==> src/rtl/clsup_pkg.sv <==
// Package for the CAN link supervisor: item, result and register types,
// opcodes, register indexes and LED codes. No dependencies.
`default_nettype none
package clsup_pkg;

  localparam int CFG_IDX_W  = 3;
  localparam int CFG_DATA_W = 16;

  localparam logic [1:0] OP_TICK  = 2'd0;
  localparam logic [1:0] OP_FRAME = 2'd1;
  localparam logic [1:0] OP_POLL  = 2'd2;

  localparam logic [CFG_IDX_W-1:0] REG_ACCEPTED_ID    = 3'd0;
  localparam logic [CFG_IDX_W-1:0] REG_TIMEOUT_MS     = 3'd1;
  localparam logic [CFG_IDX_W-1:0] REG_CRITICAL_CODE  = 3'd2;
  localparam logic [CFG_IDX_W-1:0] REG_NORMAL_CODE    = 3'd3;
  localparam logic [CFG_IDX_W-1:0] REG_HIGH_RPM_CODE  = 3'd4;
  localparam logic [CFG_IDX_W-1:0] REG_OVER_TEMP_CODE = 3'd5;

  localparam logic [3:0] LED_OFF    = 4'b0000;
  localparam logic [3:0] LED_RED    = 4'b0001;
  localparam logic [3:0] LED_YELLOW = 4'b0010;
  localparam logic [3:0] LED_BLUE   = 4'b0100;
  localparam logic [3:0] LED_GREEN  = 4'b1000;

  localparam logic [15:0] SEQ_HALF_RANGE = 16'h8000;
  localparam int          BLINK_BIT      = 9;
  localparam logic [3:0]  REQUIRED_DLC   = 4'd8;

  typedef struct packed {
    logic [1:0]  opcode;
    logic        extended_flag;
    logic        remote_flag;
    logic [28:0] frame_id;
    logic [3:0]  length_code;
    logic        payload_ok;
    logic [15:0] sequence_req;
    logic [7:0]  vehicle_state;
    logic [7:0]  fault;
  } item_t;

  typedef struct packed {
    logic [3:0]  led_pattern;
    logic        timed_out;
    logic        recovered_event;
    logic        timeout_event;
    logic        payload_error;
    logic [31:0] valid_count;
    logic [31:0] lost_count;
    logic [31:0] overflow_count;
    logic [31:0] wrong_count;
  } result_t;

  typedef struct packed {
    logic [10:0] accepted_id;
    logic [15:0] timeout_ms;
    logic [7:0]  critical_code;
    logic [7:0]  normal_code;
    logic [7:0]  high_rpm_code;
    logic [7:0]  over_temp_code;
  } cfg_t;

  typedef struct packed {
    logic        ok;
    logic [15:0] seq;
    logic [7:0]  vstate;
    logic [7:0]  flt;
  } slot_t;

endpackage
`default_nettype wire

==> src/rtl/can_link_supervisor_unit.sv <==
// Top level of the CAN link supervisor: input register, link state core,
// result register and configuration registers. Depends on clsup_pkg, clsup_cfg and clsup_core.
// Each item waits in the input register and moves into the result register
// when the output is not stalled.
// Throughput: one item per cycle while result_stall does not hold the output.
// Reset (rst, synchronous): counters, timers, the slot pending flag and LEDs clear,
// registers return to their defaults; the slot contents are not reset.
`default_nettype none
module can_link_supervisor_unit import clsup_pkg::*; (
  input  wire logic                  clk,
  input  wire logic                  rst,
  input  wire logic                  item_valid,
  output logic                       item_stall,
  input  wire item_t                 item,
  output logic                       result_valid,
  input  wire logic                  result_stall,
  output result_t                    result,
  input  wire logic                  cfg_valid,
  output logic                       cfg_ready,
  input  wire logic [CFG_IDX_W-1:0]  cfg_index,
  input  wire logic [CFG_DATA_W-1:0] cfg_data
);

  cfg_t    cfg;
  logic    in_full;
  item_t   in_item;
  logic    advance;
  result_t core_result;

  assign cfg_ready  = 1'b1;
  assign advance    = in_full && (!result_valid || !result_stall);
  assign item_stall = in_full && !advance;

  clsup_cfg u_cfg (
    .clk      (clk),
    .rst      (rst),
    .wr_en    (cfg_valid && cfg_ready),
    .wr_index (cfg_index),
    .wr_data  (cfg_data),
    .cfg      (cfg)
  );

  clsup_core u_core (
    .clk    (clk),
    .rst    (rst),
    .cfg    (cfg),
    .fire   (advance),
    .item   (in_item),
    .result (core_result)
  );

  always_ff @(posedge clk) begin
    if (rst) begin
      in_full <= 1'b0;
    end else if (item_valid && !item_stall) begin
      in_full <= 1'b1;
    end else if (advance) begin
      in_full <= 1'b0;
    end
  end

  always_ff @(posedge clk) begin
    if (item_valid && !item_stall) begin
      in_item <= item;
    end
  end

  always_ff @(posedge clk) begin
    if (rst) begin
      result_valid <= 1'b0;
    end else if (advance) begin
      result_valid <= 1'b1;
    end else if (!result_stall) begin
      result_valid <= 1'b0;
    end
  end

  always_ff @(posedge clk) begin
    if (advance) begin
      result <= core_result;
    end
  end

endmodule
`default_nettype wire

==> src/rtl/clsup_cfg.sv <==
// Configuration register file of the CAN link supervisor.
// Depends on clsup_pkg.
`default_nettype none
module clsup_cfg import clsup_pkg::*; (
  input  wire logic                  clk,
  input  wire logic                  rst,
  input  wire logic                  wr_en,
  input  wire logic [CFG_IDX_W-1:0]  wr_index,
  input  wire logic [CFG_DATA_W-1:0] wr_data,
  output cfg_t                       cfg
);

  cfg_t regs;

  always_ff @(posedge clk) begin
    if (rst) begin
      regs.accepted_id    <= 11'd513;
      regs.timeout_ms     <= 16'd1000;
      regs.critical_code  <= 8'd3;
      regs.normal_code    <= 8'd0;
      regs.high_rpm_code  <= 8'd1;
      regs.over_temp_code <= 8'd2;
    end else if (wr_en) begin
      case (wr_index)
        REG_ACCEPTED_ID:    regs.accepted_id    <= wr_data[10:0];
        REG_TIMEOUT_MS:     regs.timeout_ms     <= wr_data[15:0];
        REG_CRITICAL_CODE:  regs.critical_code  <= wr_data[7:0];
        REG_NORMAL_CODE:    regs.normal_code    <= wr_data[7:0];
        REG_HIGH_RPM_CODE:  regs.high_rpm_code  <= wr_data[7:0];
        REG_OVER_TEMP_CODE: regs.over_temp_code <= wr_data[7:0];
        default: ;
      endcase
    end
  end

  assign cfg = regs;

endmodule
`default_nettype wire

==> src/rtl/clsup_core.sv <==
// Link state of the CAN link supervisor: frame filter, slot, counters,
// timeout and LED logic. Computes one result per item. Depends on clsup_pkg.
`default_nettype none
module clsup_core import clsup_pkg::*; (
  input  wire logic  clk,
  input  wire logic  rst,
  input  wire cfg_t  cfg,
  input  wire logic  fire,
  input  wire item_t item,
  output result_t    result
);

  logic [31:0] now_ms, now_ms_next;
  logic [31:0] last_valid_time, last_valid_time_next;
  logic [15:0] previous_sequence, previous_sequence_next;
  logic        sequence_seen, sequence_seen_next;
  logic        timeout_flag, timeout_flag_next;
  logic        slot_pending, slot_pending_next;
  slot_t       slot_contents;
  logic        slot_write;
  logic [31:0] valid_count, valid_count_next;
  logic [31:0] lost_count, lost_count_next;
  logic [31:0] overflow_count, overflow_count_next;
  logic [31:0] wrong_count, wrong_count_next;
  logic [3:0]  led_latch, led_latch_next;

  logic        hit, good, recovered, declared, bad;
  logic [15:0] gap;
  logic [31:0] elapsed;
  logic [3:0]  state_led;

  always_comb begin
    if (slot_contents.flt != 8'd0 || slot_contents.vstate == cfg.critical_code) begin
      state_led = LED_RED;
    end else if (slot_contents.vstate == cfg.normal_code) begin
      state_led = LED_YELLOW;
    end else if (slot_contents.vstate == cfg.high_rpm_code) begin
      state_led = LED_BLUE;
    end else if (slot_contents.vstate == cfg.over_temp_code) begin
      state_led = LED_GREEN;
    end else begin
      state_led = LED_OFF;
    end
  end

  assign hit = !item.extended_flag && !item.remote_flag
             && item.frame_id == {18'd0, cfg.accepted_id}
             && item.length_code == REQUIRED_DLC;
  assign gap     = slot_contents.seq - previous_sequence;
  assign elapsed = now_ms - last_valid_time;

  always_comb begin
    now_ms_next            = now_ms;
    last_valid_time_next   = last_valid_time;
    previous_sequence_next = previous_sequence;
    sequence_seen_next     = sequence_seen;
    timeout_flag_next      = timeout_flag;
    slot_pending_next      = slot_pending;
    slot_write             = 1'b0;
    valid_count_next       = valid_count;
    lost_count_next        = lost_count;
    overflow_count_next    = overflow_count;
    wrong_count_next       = wrong_count;
    led_latch_next         = led_latch;
    good                   = 1'b0;
    recovered              = 1'b0;
    declared               = 1'b0;
    bad                    = 1'b0;
    case (item.opcode)
      OP_TICK: begin
        now_ms_next = now_ms + 32'd1;
      end
      OP_FRAME: begin
        if (hit) begin
          if (slot_pending) begin
            overflow_count_next = overflow_count + 32'd1;
          end
          slot_write        = 1'b1;
          slot_pending_next = 1'b1;
        end else begin
          wrong_count_next = wrong_count + 32'd1;
        end
      end
      OP_POLL: begin
        slot_pending_next = 1'b0;
        good = slot_pending && slot_contents.ok;
        bad  = slot_pending && !slot_contents.ok;
        if (good) begin
          valid_count_next = valid_count + 32'd1;
          if (sequence_seen && gap > 16'd1 && gap < SEQ_HALF_RANGE) begin
            lost_count_next = lost_count + {16'd0, gap - 16'd1};
          end
          previous_sequence_next = slot_contents.seq;
          sequence_seen_next     = 1'b1;
          last_valid_time_next   = now_ms;
          recovered              = timeout_flag;
          timeout_flag_next      = 1'b0;
          led_latch_next         = state_led;
        end
        declared = !good && !timeout_flag && elapsed > {16'd0, cfg.timeout_ms};
        if (declared) begin
          timeout_flag_next = 1'b1;
        end
        if (timeout_flag_next) begin
          led_latch_next = now_ms[BLINK_BIT] ? LED_YELLOW : LED_RED;
        end
      end
      default: ;
    endcase
  end

  always_ff @(posedge clk) begin
    if (rst) begin
      now_ms            <= '0;
      last_valid_time   <= '0;
      previous_sequence <= '0;
      sequence_seen     <= 1'b0;
      timeout_flag      <= 1'b0;
      slot_pending      <= 1'b0;
      valid_count       <= '0;
      lost_count        <= '0;
      overflow_count    <= '0;
      wrong_count       <= '0;
      led_latch         <= LED_OFF;
    end else if (fire) begin
      now_ms            <= now_ms_next;
      last_valid_time   <= last_valid_time_next;
      previous_sequence <= previous_sequence_next;
      sequence_seen     <= sequence_seen_next;
      timeout_flag      <= timeout_flag_next;
      slot_pending      <= slot_pending_next;
      valid_count       <= valid_count_next;
      lost_count        <= lost_count_next;
      overflow_count    <= overflow_count_next;
      wrong_count       <= wrong_count_next;
      led_latch         <= led_latch_next;
    end
  end

  always_ff @(posedge clk) begin
    if (fire && slot_write) begin
      slot_contents.ok     <= item.payload_ok;
      slot_contents.seq    <= item.sequence_req;
      slot_contents.vstate <= item.vehicle_state;
      slot_contents.flt    <= item.fault;
    end
  end

  always_comb begin
    result.led_pattern     = led_latch_next;
    result.timed_out       = timeout_flag_next;
    result.recovered_event = recovered;
    result.timeout_event   = declared;
    result.payload_error   = bad;
    result.valid_count     = valid_count_next;
    result.lost_count      = lost_count_next;
    result.overflow_count  = overflow_count_next;
    result.wrong_count     = wrong_count_next;
  end

endmodule
`default_nettype wire

==> config.mk <==
export PLATFORM = sky130hd
export DESIGN_NAME = can_link_supervisor_unit
export DESIGN_NICKNAME = d
export VERILOG_FILES = /design/src/rtl/clsup_pkg.sv /design/src/rtl/can_link_supervisor_unit.sv /design/src/rtl/clsup_cfg.sv /design/src/rtl/clsup_core.sv
export SDC_FILE = /design/constraint.sdc
export NUM_CORES = 1
export LEC_CHECK = 0
export BUFFER_PORTS_ARGS = -buffer_cell sky130_fd_sc_hd__buf_2
export CAP_MARGIN = 25
export CORE_MARGIN = 4
export CORE_UTILIZATION = 65
export DETAILED_ROUTE_END_ITERATION = 6
export HOLD_SLACK_MARGIN = 0.15
export PLACE_DENSITY = 0.86
export REMOVE_ABC_BUFFERS = 1
export SLEW_MARGIN = 20
export SYNTH_ARGS = -nofsm -noshare
export SYNTH_HDL_FRONTEND = slang
export SYNTH_SLANG_ARGS = --single-unit
==> constraint.sdc <==
create_clock -name clk -period 13 [get_ports clk]
set_input_delay 3.9 -clock clk [delete_from_list [all_inputs] [get_ports clk]]
set_output_delay 3.9 -clock clk [all_outputs]
set_load 0.01 [all_outputs]
==> key figures <==
Place
  – PortBufs: around 230
  – Placed cells: between 3000 and 4000
  – Weighted congestion reported at the end of routability-driven placement: between 0.9 and 1
  – Setup slack after placement: 4680 ps
  – Final HPWL from detailed placement: ~40000 um

Global routing
  – GRT met3 Usage: 0.0366
  – Wire length of the first global-routing pass: 92900 um
  – Global-route met2 utilization: 0.463
  – Overflow left after global routing: 0
  – Most used routing layer: met2
  – Met1 Use GR: 0.342
  – Number of global-route vias before repair: 19000
  – Pin count of the biggest net entering global routing: between 100 and 150
  – Initial antenna violation count: 1
  – Total routing resource utilization after global routing: 0.267

Setup path
  – Critical path peak fanout: 3
  – Kind of critical path: in -> out
  – Nature of the critical path endpoint: output pin
  – Slowest stage cell, crit path: sky130_fd_sc_hd__and3_1
  – Worst path max stage delay: 260 ps
  – Required time of the critical path: between 9000 and 10000 ps
  – Cell with the most instances on the worst path: sky130_fd_sc_hd__buf_2
  – Endpoint arrival time on the critical path: around 4400 ps
  – Kind of start point of the critical path: input port
  – Cell breakdown of the critical path: buf_2 -> and3_1 -> buf_2

Timing
  – Period utilisation layout: 0.642
  – Fin crit period: 8340 ps
  – Final clock skew: roughly 25 ps
  – Slew at the pin closest to its max-slew limit: a little over 1000 ps
  – Final Hold Viols: 0
  – Max Transition Viols Final: 0
  – Setup repair after global routing missed its margin: false
  – Slew margin rel.: 0.324
  – Number of failing setup endpoints in the final timing report: 0
  – Highest Clock Rate: between 100 and 150 MHz
  – Total negative slack: 0 ps
  – Slack of the critical path: 4660 ps
  – WHS: between 400 and 500 ps

Final layout
  – Multi-input gate area in the final layout: 11600 um^2
  – Net count reported at finish: around 3000
  – Layout overhead on the synthesized area: 12.7%
  – Fraction of final layout cells sized beyond drive strength 1: 0.135
  – Finished Core Util: 0.746
  – Non-filler cells, final: about 3300
  – Total of fill cells in the finished design: approximately 2600
  – Register area: 12700 um^2

Yosys
  – Syn Std Cell Area: 25100 um^2
  – Syn. warnings: 0
  – Post-synth EDFFs: 239
  – Synthesized instance count: between 2000 and 3000
  – Sequential fraction of the synthesis area: 0.506
  – Synthesized area divided by synthesized cell count: a little under 10 um^2
  – Post-synthesis cell type count: 82
  – Primary flip-flop cell chosen by synthesis mapping: sky130_fd_sc_hd__dfxtp_1
  – Proportion of register bits with asynchronous set or reset after synthesis: 0
  – Synthesis-stage register bit count: ~520

Route
  – Detailed-route DRC error count: 0
  – Final routed wire length divided by cell count: around 17 um
  – Number of optimization iterations in the first detailed-route pass: 6
  – Vias/cell: 5.93
  – Total wire length: roughly 58000 um
  – Number of DRC markers in iteration 0: 1487
  – Antenna-violating nets left: 0
  – Count of vias placed by the detailed router: just under 20000

Power
  – Leakage: about 0.011 uW
  – Pint: between 2000 and 3000 uW
  – Worst supply voltage drop on vdd: 0.123 mV
  – Power density cells: 118 nW/um^2
  – Fraction of power consumed by sequential logic: 0.525
  – Share of total power in combinational logic: 0.035
  – Share of total power in the clock network: 0.440
  – Net switching fraction of the power: 0.218
  – Net switching component of the power: between 700 and 800 uW

Clock tree
  – Insertion delay of the later-clocked pin in the worst-skew pair: between 600 and 700 ps
  – Number of buffers between clock root and the deepest sink: 3
  – Cts bufs inserted: 50
  – Total clock sinks: a little over 500
  – CTS clock-pin slew for the worst setup and hold paths: 60 ps
  – Clock tree from TritonCTS: done
  – H-tree depth: 2
  – Post-CTS Repair Setup Buffers: 0
  – Cts repair resizes: 0
  – Hold-fix buffers at CTS: 0
  – Cell chosen for the clock root: sky130_fd_sc_hd__clkbuf_16

Floorplan
  – Die width: 205 um
  – Die span in y: around 200 um
  – Total Die Area: approximately 42000 um^2
  – Core area: around 38000 um^2
  – Num rows: 71
  – Starting density of the core: 0.662
  – IO Pins: 233

Run status
  – Result of the run: completed

Min path
  – Type of the tightest min-delay check: reg -> reg

Flow run
  – Max-cap violations: 0
[registers in the layout, indices dropped and copies added (netlist names)]
name,count
u_core.lost_count,32
u_core.slot_contents,33
u_core.timeout_flag,1
u_cfg.cfg,59
u_core.valid_count,32
u_core.wrong_count,32
u_core.previous_sequence,16
result_valid,1
u_core.last_valid_time,32
u_core.overflow_count,32
in_item,70
u_core.slot_pending,1
u_core.now_ms,32
u_core.sequence_seen,1
in_full,1
result,136
u_core.led_latch,4
[per-stage QoR]
step	instance area, um^2	total power [uW]
6_report	28300	3330
3_3_place_gp	26600	1900
4_1_cts	28300	3350
5_1_grt	28300	3430
3_5_place_dp	26600	1900
2_1_floorplan	24700	1830
[area by class of cell]
class	instances	share of cell area
Tap cell	511	0.0226
Inverter	92	0.0124
Clock buffer	75	0.0522
Timing Repair Buffer	245	0.0454
Antenna cell	1	0.0000884
Multi-Input combinational cell	1868	0.411
Sequential cell	515	0.449
Clock inverter	19	0.00747
[logic make-up (layout without fill, tap and decap cells)]
kind of cell	count (synthesis)	after routing	share of synthesized area
simple gates	989	989	0.187
flops	515	515	0.506
compound gates	442	442	0.106
xor+xnor	310	310	0.108
buf+inv	202	431	0.0321
fa+ha+maj	89	89	0.0452
mux	37	37	0.0162
other cells	1	2	0.000149
[Yosys cell counts (5+ instances only)]
master,instances,share of area
sky130_fd_sc_hd__clkbuf_1,91,0.014
sky130_fd_sc_hd__nor2_1,243,0.036
sky130_fd_sc_hd__mux2i_1,14,0.0056
sky130_fd_sc_hd__xnor2_1,131,0.046
sky130_fd_sc_hd__buf_1,7,0.0010
sky130_fd_sc_hd__o31ai_1,21,0.0063
sky130_fd_sc_hd__a21oi_1,206,0.041
sky130_fd_sc_hd__inv_1,92,0.014
sky130_fd_sc_hd__ha_1,86,0.043
sky130_fd_sc_hd__and3_1,28,0.0070
sky130_fd_sc_hd__buf_4,6,0.0018
sky130_fd_sc_hd__mux2_2,21,0.0094
sky130_fd_sc_hd__a211oi_1,12,0.0036
sky130_fd_sc_hd__and4_1,8,0.0028
sky130_fd_sc_hd__nor3_1,46,0.0092
sky130_fd_sc_hd__dfxtp_1,276,0.22
sky130_fd_sc_hd__nor4b_1,5,0.0017
sky130_fd_sc_hd__nand2_1,363,0.054
sky130_fd_sc_hd__nand3_1,75,0.015
sky130_fd_sc_hd__a21o_1,29,0.0087
sky130_fd_sc_hd__or4_1,19,0.0057
sky130_fd_sc_hd__nand4_1,66,0.016
sky130_fd_sc_hd__nor2b_1,16,0.0040
sky130_fd_sc_hd__or2_2,6,0.0015
sky130_fd_sc_hd__o21bai_1,5,0.0015
sky130_fd_sc_hd__nor4_1,32,0.0080
sky130_fd_sc_hd__and2_1,15,0.0037
sky130_fd_sc_hd__o21ai_0,76,0.015
sky130_fd_sc_hd__o211ai_1,19,0.0057
sky130_fd_sc_hd__or3_1,30,0.0075
sky130_fd_sc_hd__edfxtp_1,239,0.29
sky130_fd_sc_hd__nand2b_1,9,0.0022
sky130_fd_sc_hd__o31a_1,5,0.0017
sky130_fd_sc_hd__xor2_1,179,0.062
sky130_fd_sc_hd__a31oi_1,14,0.0035
sky130_fd_sc_hd__o21a_1,14,0.0042
[power groups by stage]
stage / clock network, uW / logic [uW] / registers [uW]
after CTS: 1480 / 117 / 1750
after floorplan: 0 / 37.0 / 1800
final: 1470 / 117 / 1750
after detailed placement: 0 / 116 / 1780
after global routing: 1550 / 127 / 1750
after global placement: 0 / 113 / 1780
[worst paths after layout]
kind                                                from                        to  slack (ps)  cells after the start
worst min register to register               in_item[31]  u_core.slot_contents[31]         420                      0
worst max-delay path                        result_stall                item_stall        4660                      3
worst min-delay path                         in_item[31]  u_core.slot_contents[31]         420                      0
worst max register to register  u_core.slot_contents[16]                result[85]        6610                     21
[critical path, delay by kind of cell]
| family | cells | cell delay (ps) |
|---|---|---|
| buffers and inverters | 2 | 280 |
| and+or+nand+nor | 1 | 260 |
[metal layers]
metal / vias up / share of wire
met5: - / 0
met2: 718 / 0.49
li1: 9498 / -
met1: 9366 / 0.41
met4: 0 / 0.033
met3: 130 / 0.063
[placed cells by master (no fill, tap or decap), drive strengths merged, types with 4 or more instances in the layout]
cell     count
edfxtp     239
a211o        4
or2          7
mux2i       14
or4         22
a211oi      12
a2111oi      6
a21oi      206
nor4b        5
o21bai       5
nand4       66
nand2b       9
clkinv      14
and3        28
a31oi       14
a21o        29
xnor2      131
o31a         5
and2        16
buf        244
dfxtp      276
o31ai       21
inv         94
nor3        48
nor2b       16
or3         30
nor4        36
mux2        23
and4         8
nand2      363
o311ai       4
o21a        14
ha          86
xor2       179
nor2       245
o211ai      20
nand3       77
clkbuf      76
o21ai       78
No activity file was read; power rests on OpenSTA's default activity.
